## src/rtl/deq_pkg.sv

```systemverilog
// ----------------------------------------------------------------------------
// deq_pkg
// Shared constants, command and status codes, and interface structs for the
// double-ended queue.
// ----------------------------------------------------------------------------
package deq_pkg;

    localparam int DEPTH      = 1024;
    localparam int DATA_WIDTH = 32;
    localparam int ADDR_W     = (DEPTH > 1) ? $clog2(DEPTH) : 1;
    localparam int CNT_W      = $clog2(DEPTH + 1);
    localparam int SUM_W      = $clog2(2 * DEPTH);
    localparam int CMD_W      = 3;
    localparam int STAT_W     = 2;
    localparam int WORD_W     = 32;

    typedef enum logic [CMD_W-1:0] {
        CMD_PUSH_FRONT = 3'd0,
        CMD_PUSH_BACK  = 3'd1,
        CMD_POP_FRONT  = 3'd2,
        CMD_POP_BACK   = 3'd3,
        CMD_SIZE       = 3'd4,
        CMD_EMPTY      = 3'd5,
        CMD_FRONT      = 3'd6,
        CMD_BACK       = 3'd7
    } cmd_t;

    typedef enum logic [STAT_W-1:0] {
        ST_VALUE    = 2'd0,
        ST_EMPTY    = 2'd1,
        ST_FULL     = 2'd2,
        ST_ACCEPTED = 2'd3
    } status_t;

    typedef struct packed {
        logic                  we;
        logic                  re;
        logic [ADDR_W-1:0]     addr;
        logic [DATA_WIDTH-1:0] wdata;
    } mem_req_t;

    typedef struct packed {
        status_t           status;
        logic              use_mem;
        logic [WORD_W-1:0] value;
    } ctrl_res_t;

endpackage

```

## src/rtl/deq_ctrl.sv

```systemverilog
// ----------------------------------------------------------------------------
// deq_ctrl
// Head pointer and entry count, command decode, storage access and status.
// ----------------------------------------------------------------------------
module deq_ctrl (
    input  logic                 aclk,
    input  logic                 aresetn,
    input  logic                 exec,
    input  deq_pkg::cmd_t        cmd,
    input  logic [31:0]          push_value,
    output deq_pkg::mem_req_t    req,
    output deq_pkg::ctrl_res_t   res
);
    import deq_pkg::*;

    logic [ADDR_W-1:0] head_reg, head_next;
    logic [CNT_W-1:0]  count_reg, count_next;
    logic [SUM_W-1:0]  tail_sum, last_sum;
    logic [ADDR_W-1:0] tail_idx, last_idx, head_dec;
    logic              is_empty, is_full;

    always_ff @(posedge aclk) begin
        if (!aresetn) begin
            head_reg  <= '0;
            count_reg <= '0;
        end else if (exec) begin
            head_reg  <= head_next;
            count_reg <= count_next;
        end
    end

    always_comb begin
        is_empty = (count_reg == '0);
        is_full  = (count_reg == CNT_W'(DEPTH));

        tail_sum = SUM_W'(head_reg) + SUM_W'(count_reg);
        tail_idx = (tail_sum >= SUM_W'(DEPTH)) ? ADDR_W'(tail_sum - SUM_W'(DEPTH))
                                                : ADDR_W'(tail_sum);
        last_sum = tail_sum - SUM_W'(1);
        last_idx = (last_sum >= SUM_W'(DEPTH)) ? ADDR_W'(last_sum - SUM_W'(DEPTH))
                                                : ADDR_W'(last_sum);
        head_dec = (head_reg == '0) ? ADDR_W'(DEPTH - 1) : head_reg - ADDR_W'(1);
    end

    always_comb begin
        head_next   = head_reg;
        count_next  = count_reg;
        req.we      = 1'b0;
        req.re      = 1'b0;
        req.addr    = head_reg;
        req.wdata   = DATA_WIDTH'(push_value);
        res.status  = ST_VALUE;
        res.use_mem = 1'b0;
        res.value   = '0;
        unique case (cmd)
            CMD_PUSH_FRONT, CMD_PUSH_BACK: begin
                if (is_full) begin
                    res.status = ST_FULL;
                end else begin
                    res.status = ST_ACCEPTED;
                    req.we     = exec;
                    count_next = count_reg + CNT_W'(1);
                    if (cmd == CMD_PUSH_FRONT) begin
                        head_next = head_dec;
                        req.addr  = head_dec;
                    end else begin
                        req.addr  = tail_idx;
                    end
                end
            end
            CMD_POP_FRONT, CMD_FRONT: begin
                if (is_empty) begin
                    res.status = ST_EMPTY;
                end else begin
                    req.re      = exec;
                    res.use_mem = 1'b1;
                    if (cmd == CMD_POP_FRONT) begin
                        head_next  = (head_reg == ADDR_W'(DEPTH - 1)) ? '0
                                                                      : head_reg + ADDR_W'(1);
                        count_next = count_reg - CNT_W'(1);
                    end
                end
            end
            CMD_POP_BACK, CMD_BACK: begin
                if (is_empty) begin
                    res.status = ST_EMPTY;
                end else begin
                    req.re      = exec;
                    req.addr    = last_idx;
                    res.use_mem = 1'b1;
                    if (cmd == CMD_POP_BACK) begin
                        count_next = count_reg - CNT_W'(1);
                    end
                end
            end
            CMD_SIZE: begin
                res.value = WORD_W'(count_reg);
            end
            CMD_EMPTY: begin
                res.value = WORD_W'(is_empty);
            end
            default: begin
                res.status = ST_VALUE;
            end
        endcase
    end

endmodule

```

## config.mk

```make
export PLATFORM = sky130hd
export DESIGN_NAME = deq_ctrl
export DESIGN_NICKNAME = d
export VERILOG_FILES = /design/src/rtl/deq_pkg.sv /design/src/rtl/deq_ctrl.sv
export SDC_FILE = /design/constraint.sdc
export NUM_CORES = 1
export LEC_CHECK = 0
export ABC_AREA = 1
export BUFFER_PORTS_ARGS = -buffer_cell sky130_fd_sc_hd__buf_2
export CORE_UTILIZATION = 57
export CTS_CLUSTER_DIAMETER = 200
export CTS_CLUSTER_SIZE = 30
export DETAILED_ROUTE_END_ITERATION = 7
export GPL_ROUTABILITY_DRIVEN = 0
export GPL_TIMING_DRIVEN = 0
export PLACE_DENSITY = 0.92
export RECOVER_POWER = 100
export REMOVE_ABC_BUFFERS = 1
export SLEW_MARGIN = 20
export SYNTH_ARGS = -nofsm -noshare
export SYNTH_HDL_FRONTEND = slang
export SYNTH_SLANG_ARGS = --single-unit
```

## constraint.sdc

```tcl
create_clock -name aclk -period 5.1 [get_ports aclk]
set_input_delay 0.51 -clock aclk [delete_from_list [all_inputs] [get_ports aclk]]
set_output_delay 0.51 -clock aclk [all_outputs]
set_load 0.01 [all_outputs]
```

==> summary.md <==
| Metric | Value |
|---|---|
| Final period utilization | 73.6% |
| IO Pins | 117 |
| Setup ws final | 1.35 ns |
| Hold_sp | count_reg[4]$_SDFFE_PN0P_ |
| Peak supply drop | 0.136 mV |
| CP Launch Type | flip-flop |
| CP max FO | 13 |
| Worst skew pair latency | 0.27 ns |
| Reg2reg setup slack | about 1.8 ns |
| Area growth syn-to-layout | -5.52% |
| Unrepaired setup endpoints after global routing | false |
| Slowest stage delay, CP | 0.65 ns |
| TritonCTS buffer count | 3 |
| EDFF count, synth | 0 |
| WL final | 9660 µm |
| Seq. cell area | roughly 420 µm² |
| Fin nets | 635 |
| Mapped Area | 3630 µm² |
| Max-slew headroom | 56.6% |
| Ranking of synthesized cells by area | nand2_1 (13%), dfxtp_1 (12%), buf_4 (11%) |
| Final Hold Fails | 0 |
| Worst Hold Endpoint | count_reg[4]$_SDFFE_PN0P_ |
| CP arrival | 3.24 ns |
| Status | completed |
| Vias/cell | roughly 5.8 |
| Area after DPL | 3470 µm² |
| Clock tree buffer depth | 2 |
| Critical path capture point type | output port |
| Max reg flops | 11 |
| Gr usage total | 29.5% |
| Synth Warn # | 0 |
| Worst min-delay path category | flip-flop to flip-flop |
| WL per Instance | between 10 and 15 µm |
| Top FF cell, synth | dfxtp_1 |
| Crit path from | head_reg[0]$_SDFFE_PN0P_ |
| PwrDens | 212 nW/µm² |
| Ratio of cells with drive above 1 in the final layout | a little over an eighth |
| Largest net degree at the start of global routing | 22 |
| Multi-input logic area | 2470 µm² |
| Top-count cell post-synth | nand2_1 |
| Dpl hpwl | 7740 µm |
| Synth top area share | 13.3% |
| Post-route setup TNS | 0 ns |
| Core area | ~6000 µm² |
| CP cell instances | ha_1, inv_1, fa_1, nand2_1, nor2_2, nand3_1, nor2_1, nand3_4, o21ai_0, nand3_1, nand2_1, nand3_1, buf_2 |
| Slowest-stage cell, CP | dfxtp_1 |
| Std-Cell Rows | 28 |
| CTS Hold Bufs | 0 |
| Clock sink total | 21 |
| First-pass GRT wire length | 15100 µm |
| Total grt overflow | 0 |
| Cts repair resizes | 0 |
| First drt pass iteration count | 5 |
| H-tree Lvls | 1 |
| Hold depth | 2 |
| Detail Route Antenna Nets | 0 |
| Setup Buffers After CTS | 0 |
| Yosys reg bits | 21 |
| R2R Path End | head_reg[8]$_SDFFE_PN0P_ |
| Clk slew on worst S/H paths | ~0.090 ns |
| FF-to-FF path depth | 10 |
| RR Startpoint | count_reg[1]$_SDFFE_PN0P_ |
| Max_cap viols | 0 |
| Pre-CTS setup slack | 1.83 ns |
| Die area | 6690 µm² |
| Least-Margin Pin Slew | 0.649 ns |
| Starting density of the core | 60.2% |
| WP buf/inv | 2 |
| Die H | 81.8 µm |
| CTS tree | yes |
| Critical path type | flip-flop to output port |
| Leakage Power | 1.72 nW |
| Syn_area_per_cell | 6.22 µm² |
| Final Max Slew Viols | 0 |
| Cell mode on critical path | nand3_1 |
| N_diodes | 0 |
| Asr flop ratio synth | 0% |
| Gate Count Post-Synth | 583 |
| Initial antenna violation count | 0 |
| Root Buffer | clkbuf_8 |
| Post-synthesis sequential area ratio | 11.6% |
| Die width | 81.8 µm |
| Distinct cells, synth | 46 |
| Tmin final | 3.75 ns |
| I/O Buffers | 31 |
| Max Clk Rate | 0.267 GHz |
| Residual DRC | 0 |
| WP data required | 4.59 ns |
| Fill count | 582 |
| Via count | between 3000 and 4000 |
| Final setup viols | 0 |
| Post-route cell area | 3430 µm² |
| Vias in the first global route | 3185 |
| Worst clock skew | between 0.009 and 0.01 ns |
| Crit-path leading delay family | simple AND/OR/NAND/NOR gates |
| Yosys top cell by area | nand2_1 |
| Most frequent cells after synthesis | nand2_1 (129), buf_4 (55), nor2_1 (55) |
| Iter 0 DRT Violations | slightly below 300 |
==> worst max path at each step <==
stage          endpoint  slack (ns)  cells past startpoint
2_1_floorplan   req[40]        2.28                     13
3_3_place_gp    req[40]        1.88                     14
3_5_place_dp    req[40]        1.83                     14
4_1_cts         req[40]        1.53                     14
5_1_grt         req[41]        1.05                     13
6_report        req[41]        1.35                     13
==> area by class of cell <==
class | instances | area share, %
multi-input combinational | 446 | 72.0
tap | 75 | 2.74
clock buffer | 4 | 1.31
sequential | 21 | 12.3
timing repair buffer | 31 | 3.80
inverter | 71 | 7.85
==> logic make-up after synthesis <==
kind of cell | count (synthesis) | share of synthesized area (%)
other | 1 | 0.103
xor gates and xnor gates | 19 | 4.80
buffers and inverters | 136 | 20.6
DFF | 21 | 11.6
AOI/OAI and AO/OA | 92 | 14.4
and+or+nand+nor | 291 | 40.1
adders and majority gates | 23 | 8.35
==> through the flow <==
| stage | instances | power [W] | utilization, % | hold slack (ns) |
|---|---|---|---|---|
| finish | 648 | 0.000725 | 56.9 | 0.518 |
| global route | 648 | 0.000779 | 56.9 | 0.526 |
| CTS | 648 | 0.000732 | 58.4 | 0.523 |
| detailed placement | 644 | 0.000618 | 57.6 | 0.513 |
| global placement | 644 | 0.000604 | 57.6 | 0.516 |
| floorplan | 538 | 0.000519 | - | 0.476 |
==> routing by layer <==
layer | up-vias | share of wire (%) | routed length, µm | global-route usage, %
met4 | 2 | 1.9 | 183 | 6.14
met5 | - | 0.41 | 40 | 5.00
met1 | 1706 | 44 | 4230 | 39.4
li1 | 1807 | - | - | -
met2 | 241 | 44 | 4220 | 45.6
met3 | 26 | 10 | 981 | 9.33
==> report_power, final <==
group	switching [W]	internal, W	leakage [nW]
clock network	0.0000611	0.0000558	0.0228
logic	0.000266	0.000139	1.53
registers	0.0000267	0.000177	0.172
total	0.000353	0.000371	1.72
==> cell usage in the layout, fill, tap and decap left out, drive strengths merged <==
master	netlist	routed
nand2	148	148
nor4	1	1
o31ai	1	1
dfxtp	21	21
fa	2	2
clkbuf	2	24
nand4	14	14
a211oi	1	1
conb	1	21
nand3b	3	3
o21bai	3	3
inv	70	70
o211ai	8	8
nor2	68	68
a21oi	35	35
o2111ai	2	2
buf	63	11
nand3	48	48
o221ai	1	1
nor3	6	6
xor2	16	16
ha	21	21
nor3b	1	1
or2	2	2
xnor2	3	3
a21o	2	2
o21ai	37	37
o22ai	2	2
clkinv	1	1
==> worst min-delay path: stages, from the launching register on <==
cell     delay, ns
dfxtp_1       0.35
inv_2         0.08
a21oi_2       0.05
Power figures use the tool's default switching activity.
